**config.mk**
```make
export PLATFORM = sky130hd
export DESIGN_NAME = ffpa_free_table
export DESIGN_NICKNAME = d
export VERILOG_FILES = /design/src/hdl/first_fit_partition_allocator_assert.svh /design/src/hdl/ffpa_pkg.sv /design/src/hdl/ffpa_free_table.sv
export SDC_FILE = /design/constraint.sdc
export NUM_CORES = 1
export LEC_CHECK = 0
export BUFFER_PORTS_ARGS = -buffer_cell sky130_fd_sc_hd__buf_4
export CAP_MARGIN = 5
export CORE_MARGIN = 5
export CORE_UTILIZATION = 40
export DETAILED_ROUTE_END_ITERATION = 16
export GPL_ROUTABILITY_DRIVEN = 0
export PLACE_DENSITY = 0.66
export SYNTH_ARGS = -nofsm -noshare
export SYNTH_HDL_FRONTEND = slang
export SYNTH_SLANG_ARGS = --single-unit
```
**constraint.sdc**
```tcl
create_clock -name clk -period 9.8 [get_ports clk]
set_input_delay 1.96 -clock clk [delete_from_list [all_inputs] [get_ports clk]]
set_output_delay 1.96 -clock clk [all_outputs]
set_load 0.005 [all_outputs]
```
**src/hdl/first_fit_partition_allocator_assert.svh**
```systemverilog
// ----------------------------------------------------------------------------
// Assertion macros for the partition allocator
// Shared concurrent checks written through simple wrappers.
// ----------------------------------------------------------------------------
`ifndef FIRST_FIT_PARTITION_ALLOCATOR_ASSERT_SVH
`define FIRST_FIT_PARTITION_ALLOCATOR_ASSERT_SVH

// check an implication on every clock edge outside reset
`define FFPA_ASSERT_IMPL(label, ante, cons) \
    label: assert property (@(posedge clk) disable iff (!rst_n) (ante) |-> (cons)) \
        else $error("assertion failed");

// check an implication in the next cycle
`define FFPA_ASSERT_NEXT(label, ante, cons) \
    label: assert property (@(posedge clk) disable iff (!rst_n) (ante) |=> (cons)) \
        else $error("assertion failed");

`endif

```
**src/hdl/ffpa_pkg.sv**
```systemverilog
// ----------------------------------------------------------------------------
// ffpa_pkg
// Types, sizes and codes shared by the partition allocator.
// ----------------------------------------------------------------------------
package ffpa_pkg;

    localparam int FREE_ENTRIES  = 16;
    localparam int STACK_ENTRIES = 16;
    localparam int FREE_IDX_W    = $clog2(FREE_ENTRIES);
    localparam int STACK_IDX_W   = $clog2(STACK_ENTRIES);
    localparam int FREE_CNT_W    = $clog2(FREE_ENTRIES + 1);
    localparam int STACK_CNT_W   = $clog2(STACK_ENTRIES + 1);
    localparam int NUM_CLASSES   = 5;
    localparam int CLS_IDX_W     = 3;

    localparam int SIZE_W = 13;
    localparam int ADDR_W = 32;
    localparam int REQ_W  = 16;
    localparam int STAT_W = 3;
    localparam int CFG_IDX_W  = 3;
    localparam int CFG_DATA_W = 32;

    localparam logic [CFG_IDX_W-1:0] REG_CLASS_A = 3'd0;
    localparam logic [CFG_IDX_W-1:0] REG_CLASS_E = 3'd4;
    localparam logic [CFG_IDX_W-1:0] REG_HEAP_BASE  = 3'd5;
    localparam logic [CFG_IDX_W-1:0] REG_HEAP_LIMIT = 3'd6;

    localparam logic [SIZE_W-1:0] CLASS_RESET [NUM_CLASSES] =
        '{13'd32, 13'd64, 13'd128, 13'd256, 13'd512};
    localparam logic [ADDR_W-1:0] HEAP_LIMIT_RESET = 32'd65536;

    typedef enum logic [STAT_W-1:0] {
        ST_OK         = 3'd0,
        ST_TOO_LARGE  = 3'd1,
        ST_EXHAUSTED  = 3'd2,
        ST_NOTHING    = 3'd3,
        ST_FREE_FULL  = 3'd4,
        ST_STACK_FULL = 3'd5
    } status_t;

    typedef struct packed {
        logic              op;
        logic [REQ_W-1:0]  request_size;
    } in_beat_t;

    typedef struct packed {
        logic [STAT_W-1:0] status;
        logic [ADDR_W-1:0] chunk_address;
        logic [SIZE_W-1:0] chunk_bytes;
        logic [REQ_W-1:0]  used_size;
        logic              reused;
    } out_beat_t;

    // scan request and answer between sequencer and free table
    typedef struct packed {
        logic              start;
        logic [SIZE_W-1:0] need;
    } scan_req_t;

    typedef struct packed {
        logic                  done;
        logic                  hit;
        logic [ADDR_W-1:0]     addr;
        logic [SIZE_W-1:0]     size;
        logic [FREE_CNT_W-1:0] count;
    } scan_rsp_t;

endpackage

```
**src/hdl/ffpa_free_table.sv**
```systemverilog
// ----------------------------------------------------------------------------
// ffpa_free_table
// Free chunk table: newest-first scan, each entry read then compared through
// one compare unit, then compaction one entry per cycle; push on free.
// ----------------------------------------------------------------------------
module ffpa_free_table
    import ffpa_pkg::*;
(
    input  logic              clk,
    input  logic              rst_n,
    input  scan_req_t         scan_req,
    output scan_rsp_t         scan_rsp,
    input  logic              push,
    input  logic [ADDR_W-1:0] push_addr,
    input  logic [SIZE_W-1:0] push_size
);

    typedef enum logic [1:0] {S_IDLE, S_READ, S_CMP, S_SHIFT} tstate_t;

    logic [ADDR_W-1:0] addr_mem [FREE_ENTRIES];
    logic [SIZE_W-1:0] size_mem [FREE_ENTRIES];

    tstate_t               state_reg;
    logic [FREE_CNT_W-1:0] count_reg;
    logic [FREE_CNT_W-1:0] ptr_reg;
    logic [SIZE_W-1:0]     need_reg;
    logic [ADDR_W-1:0]     rd_addr_reg;
    logic [SIZE_W-1:0]     rd_size_reg;
    logic                  done_reg;
    logic                  hit_reg;
    logic [FREE_CNT_W-1:0] ptr_next;

    assign ptr_next = ptr_reg + 1'b1;

    always_ff @(posedge clk)
    begin
        if (push)
        begin
            addr_mem[count_reg[FREE_IDX_W-1:0]] <= push_addr;
            size_mem[count_reg[FREE_IDX_W-1:0]] <= push_size;
        end
        else if (state_reg == S_SHIFT && ptr_next < count_reg)
        begin
            addr_mem[ptr_reg[FREE_IDX_W-1:0]] <= addr_mem[ptr_next[FREE_IDX_W-1:0]];
            size_mem[ptr_reg[FREE_IDX_W-1:0]] <= size_mem[ptr_next[FREE_IDX_W-1:0]];
        end
        if (state_reg == S_READ)
        begin
            rd_addr_reg <= addr_mem[ptr_reg[FREE_IDX_W-1:0]];
            rd_size_reg <= size_mem[ptr_reg[FREE_IDX_W-1:0]];
        end
    end

    always_ff @(posedge clk or negedge rst_n)
    begin
        if (!rst_n)
        begin
            state_reg <= S_IDLE;
            count_reg <= '0;
            ptr_reg   <= '0;
            need_reg  <= '0;
            done_reg  <= 1'b0;
            hit_reg   <= 1'b0;
        end
        else
        begin
            done_reg <= 1'b0;
            if (push)
            begin
                count_reg <= count_reg + 1'b1;
            end
            case (state_reg)
                S_IDLE:
                begin
                    if (scan_req.start)
                    begin
                        need_reg <= scan_req.need;
                        if (count_reg == '0)
                        begin
                            hit_reg  <= 1'b0;
                            done_reg <= 1'b1;
                        end
                        else
                        begin
                            ptr_reg   <= count_reg - 1'b1;
                            state_reg <= S_READ;
                        end
                    end
                end
                S_READ:
                begin
                    state_reg <= S_CMP;
                end
                S_CMP:
                begin
                    if (rd_size_reg >= need_reg)
                    begin
                        hit_reg   <= 1'b1;
                        state_reg <= S_SHIFT;
                    end
                    else if (ptr_reg == '0)
                    begin
                        hit_reg   <= 1'b0;
                        done_reg  <= 1'b1;
                        state_reg <= S_IDLE;
                    end
                    else
                    begin
                        ptr_reg   <= ptr_reg - 1'b1;
                        state_reg <= S_READ;
                    end
                end
                S_SHIFT:
                begin
                    if (ptr_next < count_reg)
                    begin
                        ptr_reg <= ptr_next;
                    end
                    else
                    begin
                        count_reg <= count_reg - 1'b1;
                        done_reg  <= 1'b1;
                        state_reg <= S_IDLE;
                    end
                end
                default:
                begin
                    state_reg <= S_IDLE;
                end
            endcase
        end
    end

    assign scan_rsp.done  = done_reg;
    assign scan_rsp.hit   = hit_reg;
    assign scan_rsp.addr  = rd_addr_reg;
    assign scan_rsp.size  = rd_size_reg;
    assign scan_rsp.count = count_reg;

endmodule

```
Yosys cells after proc, flatten, opt, wreduce, memory -nomap -nowiden:

Memories as Yosys holds them, arrays and structs flattened. A register that Yosys moved wholly into a read port is not among the register bits.
Index checks and enable logic that the tools add are counted.

* RAM bits: 720
* memory bits (read-only): 0
* bits in registers: 27
* memories: 2
* input bits: 62
* logic and storage cells: 74
* latch bits: 0

* reduce and logical (&&, ||, !) cells: 12
* equal/unequal tests: 11
* div/mod/pow operators: 0
* mux-type cells: 37
* add/subtract/negate cells: 4
* bitwise logic cells: 0
* $mul: 0
* order comparisons: 2
* shift-type cells: 0

Memories
* addr_mem: words 16, bits a word 32, rd ports 2, clocked after memory_dff 1, wr ports 1, line ffpa_free_table.sv:20 `logic [ADDR_W-1:0] addr_mem [FREE_ENTRIES];`
* size_mem: words 16, bits a word 13, rd ports 2, clocked after memory_dff 1, wr ports 1, line ffpa_free_table.sv:21 `logic [SIZE_W-1:0] size_mem [FREE_ENTRIES];`

Operator list (count)
* $mux W5: 8
* $mux W32: 1
* $reduce_or A32 Y1: 1
* $mux W1: 17
* $pmux W5 S3: 1
* $ge A13 B13 Y1: 1
* $mux W13: 1
* $reduce_or A13 Y1: 1
* $ne A2 B2 Y1 const B: 6
* $add A5 B1 Y5 const B: 2
* $logic_not A5 Y1: 2
* $sub A5 B1 Y5 const B: 2
* $mux W2: 4
* $mux W4: 2
* $pmux W2 S4: 1
* $reduce_and A6 Y1: 1
* $lt A5 B5 Y1: 1
* $eq A2 B2 Y1 const B: 2
* $reduce_and A4 Y1: 1
* $ne A3 B3 Y1 const B: 1
* $pmux W1 S3: 1
* $reduce_and A3 Y1: 1
* $reduce_bool A3 Y1: 1
* $eq A2 B1 Y1 const B: 1
* other kinds (6): 6

Longest topological paths before layout:

* depth after elaboration: 8
* gate-level depth with buffers: 13
* mapped depth without buffers: 10

Least setup slack after synthesis:

No wires, ideal clock.

* path type: input -> register
* start: input port push
* end: memory addr_mem[12][0], enable pin
* buffers on the path: 2
* path slack: 4.189 ns
* cell stages on the path: 5
* setup time: 0.462 ns
* arrival time: 5.148 ns
* data required time: 9.338 ns
* path through: buf_1 a211oi_1 buf_2 a31oi_1 a21oi_1

* longest elaborated chain between the ends: 4
* elaborated cells on any way between the ends: 7
* classes of those cells: mux: 6; reduce/logical: 1

Ends and longest elaborated chain
* start: declaration: line ffpa_free_table.sv:13 `input logic push,`
* $mux W1: line ffpa_free_table.sv:37 `if (push)`
* $mux W1 (implied by the code): line ffpa_free_table.sv:44 `addr_mem[ptr_reg[FREE_IDX_W-1:0]] <= addr_mem[ptr_next[FREE_IDX_W-1:0]];`
* $reduce_or A32 Y1 (no source line)
* $mux W4 (no source line) / $mux W1 (equally long branches)
* end: declaration: line ffpa_free_table.sv:20

Parallel ways exist; a longest one is shown, timed or not.

Worst setup path after layout:

* start: register ptr_reg[1]
* end: memory size_mem[11][6], enable pin

* longest elaborated chain between the ends: 8
* elaborated cells on any way between the ends: 9
* classes of those cells: add/sub: 1; order compare: 1; mux: 5; reduce/logical: 2

Ends and longest elaborated chain
* start: declaration: line ffpa_free_table.sv:25 `logic [FREE_CNT_W-1:0] ptr_reg;`
* start signal: assignment: line ffpa_free_table.sv:85 `ptr_reg <= count_reg - 1'b1;`
* start signal: assignment: line ffpa_free_table.sv:109 `ptr_reg <= ptr_reg - 1'b1;`
* start signal: assignment: line ffpa_free_table.sv:117 `ptr_reg <= ptr_next;`
* $add A5 B1 Y5: line ffpa_free_table.sv:33 `assign ptr_next = ptr_reg + 1'b1;`
* $lt A5 B5 Y1: line ffpa_free_table.sv:42 `else if (state_reg == S_SHIFT && ptr_next < count_reg)`
* $logic_and A1 B1 Y1: line ffpa_free_table.sv:42
* $mux W1: line ffpa_free_table.sv:42
* $mux W1: line ffpa_free_table.sv:37
* $mux W1 (implied by the code): line ffpa_free_table.sv:45 `size_mem[ptr_reg[FREE_IDX_W-1:0]] <= size_mem[ptr_next[FREE_IDX_W-1:0]];`
* $reduce_or A13 Y1 (no source line)
* $mux W4 (no source line) / $mux W1 (equally long branches)
* end: declaration: line ffpa_free_table.sv:21

Parallel ways exist; a longest one is shown, timed or not.

==> results.sh <==
export IMPL_clk_latency_ps=620
export IMPL_cap_violations=0
export IMPL_final_cell_mix="765 x edfxtp_1, 405 x mux4_2, 296 x nand2_1"
export IMPL_setup_viol=0
export IMPL_h_tree_depth=3
export IMPL_start_util_pct=40.1
export IMPL_yosysSeqAreaShare_pct=64.5
export IMPL_hold_viol_final=0
export IMPL_placeableCoreArea_um2=91400
export IMPL_tightest_slew_ps=1170
export IMPL_endpoint_kind="register"
export IMPL_min_period_over_period_pct=63.0
export IMPL_drive_above_1_share_pct=33.8
export IMPL_synth_ff_type="edfxtp_1"
export IMPL_numCtsBuffers=82
export IMPL_ff_latch_area_um2=23700
export IMPL_clock_sinks=792
export IMPL_root_buffer="clkbuf_16"
export IMPL_synth_edf_count=765
export IMPL_synth_largest_area_cell="edfxtp_1"
export IMPL_synth_area_per_cell_um2=18.6
export IMPL_crit_path_max_fanout=70
export IMPL_ys_types=54
export IMPL_irDropWorstVdd_uv=334
export IMPL_portBuffers=113
export IMPL_nets=2169
export IMPL_fmax_ghz=0.162
export IMPL_placed_cell_area_um2=38800
export IMPL_viasPerCell=6.05
export IMPL_dp_final_hpwl_mm=48.4
export IMPL_cts_resized=0
export IMPL_drt_iter0_markers=2119
export IMPL_clk_pin_slew_ps=60
export IMPL_dieHeight_um=313
export IMPL_grt_pass1_wl_mm=138
export IMPL_fin_tns_setup_ps=0
export IMPL_final_cell_count_no_fill=3331
export IMPL_worstPathRequired_ps=10080
export IMPL_cts_tree="built"
export IMPL_placedCellCount=3185
export IMPL_hp_class="reg2reg"
export IMPL_die_area_um2=97800
export IMPL_start_kind="register"
export IMPL_fin_skew_ps=21.9
export IMPL_ys_warn_count=0
export IMPL_layout_commonest_cell="edfxtp_1"
export IMPL_areaGrowthSynthToFinish_pct=13.0
export IMPL_post_cts_buffers=0
export IMPL_cts_hold_buf=0
export IMPL_status="complete, no violations"
export IMPL_maxSlewViolCount=0
export IMPL_arrival_ps=6450
export IMPL_clock_path_buffers=3
export IMPL_ios=114
export IMPL_syn_area_um2=36700
export IMPL_first_pass_iters=5
export IMPL_grt_total_usage_pct=18.6
export IMPL_rsz0062_at_grt="false"
export IMPL_largest_reg_flops=512
export IMPL_period_needed_ps=6170
export IMPL_drc=0
export IMPL_synth_seq_cells=792
export IMPL_die_x_um=313
export IMPL_multiInputGateArea_um2=12300
export IMPL_wl_per_cell_um=27.7
export IMPL_relSlewSlack_pct=22.1
export IMPL_overflow=0
export IMPL_grt_max_degree=73
export IMPL_synth_top_cell_area_share_pct=62.7
export IMPL_grt_pass1_vias=21000
export IMPL_p_leak_nw=13.6
export IMPL_power_density_nw_per_um2=350
export IMPL_async_flop_share_pct=3.41
export IMPL_worst_setup_path_type="reg2reg"
export IMPL_synth_area_leaders="edfxtp_1 63%, mux4_2 25%, nand2_1 3.0%"
export IMPL_finalInstanceArea_um2=41400
export IMPL_vias=20200
export IMPL_grt_antenna_before_repair=5
export IMPL_syn_inst=1974
export IMPL_rows=111
export IMPL_wl_mm=92.3
export IMPL_fill_cells=7656
export IMPL_syn_nets=2059
export IMPL_drtAntennaViolNets=0
per-stage QoR:
stage,power [mW],utilization [%],worst slack (ps),hold WS [ps]
2_1_floorplan,9.78,-,4190,484
3_3_place_gp,11.5,42.5,3470,509
3_5_place_dp,11.6,42.5,3330,524
4_1_cts,14.6,45.3,3320,538
5_1_grt,15.3,45.3,3250,557
6_report,14.5,45.3,3630,527
critical path: stages, from the launching register on:
cell      delay, ps
dfrtp_4        1190
inv_1           340
ha_4           1110
ha_1            390
o211ai_1        190
o21ai_1         150
a211o_4         570
nor3_1          290
nor2_1          200
nor2_4          920
buf_4           420
cell usage after synthesis, types with 4 or more instances:
master / instances
a31oi_1: 6
nand3_1: 53
a211oi_1: 4
nor3_1: 9
o21ai_1: 7
xnor2_1: 8
buf_2: 47
ha_1: 23
a21oi_1: 14
o21ai_0: 103
clkbuf_1: 53
nor2_1: 25
buf_1: 14
buf_6: 13
nand2_1: 296
a22oi_1: 4
nand4_1: 4
dfrtp_1: 27
buf_4: 19
mux4_2: 405
edfxtp_1: 765
inv_1: 27
path summary, 6_finish.rpt:
| path | from | endpoint | slack, ps | cells after the start |
|---|---|---|---|---|
| hold / removal | need_reg[0]$_DFFE_PN0P_ | need_reg[0]$_DFFE_PN0P_ | 530 | 1 |
| max in group asynchronous | rst_n | ptr_reg[0]$_DFFE_PN0P_ | 8250 | 1 |
| min in group asynchronous | rst_n | state_reg[1]$_DFFE_PN0P_ | 1260 | 1 |
| hold reg to reg | need_reg[0]$_DFFE_PN0P_ | need_reg[0]$_DFFE_PN0P_ | 530 | 1 |
| setup reg to reg | ptr_reg[1]$_DFFE_PN0P_ | size_mem[11][6]$_DFFE_PP_ | 3630 | 10 |
| setup / recovery | ptr_reg[1]$_DFFE_PN0P_ | size_mem[11][6]$_DFFE_PP_ | 3630 | 10 |
report_power, final:
group | total (mW) | internal, mW | switching [mW]
clock network | 3.01 | 1.75 | 1.26
registers | 5.12 | 4.70 | 0.427
logic | 6.37 | 2.91 | 3.45
cells by family (layout without fill, tap and decap cells):
kind of cell | Yosys count | count (layout) | share of synthesized area (%)
other | 0 | 2 | 0
buffers and inverters | 174 | 343 | 2.40
muxes | 408 | 408 | 25.0
AOI/OAI and AO/OA | 158 | 158 | 2.45
DFF | 792 | 792 | 64.5
adders and majority gates | 23 | 23 | 0.785
xor gates and xnor gates | 11 | 11 | 0.263
and+or+nand+nor | 408 | 408 | 4.64
routing by layer:
layer	share of wire [%]	up-vias	wire length, um	track usage (%)
met5	0.0076	-	7	0
met4	2.5	2	2310	5.38
met1	40	10700	37000	25.8
li1	-	8385	-	-
met3	7.5	164	6950	2.90
met2	50	910	46100	31.0
cell type report:
cell class                 instances  share of cell area, %
antenna                            2                 0.0121
inverter                          28                  0.263
clock buffer                      99                   5.21
timing repair buffer             172                   3.13
tap                             1186                   3.58
clock inverter                    44                  0.967
sequential                       792                   57.1
multi-input combinational       1008                   29.7
(Power assumes the default switching activity.)
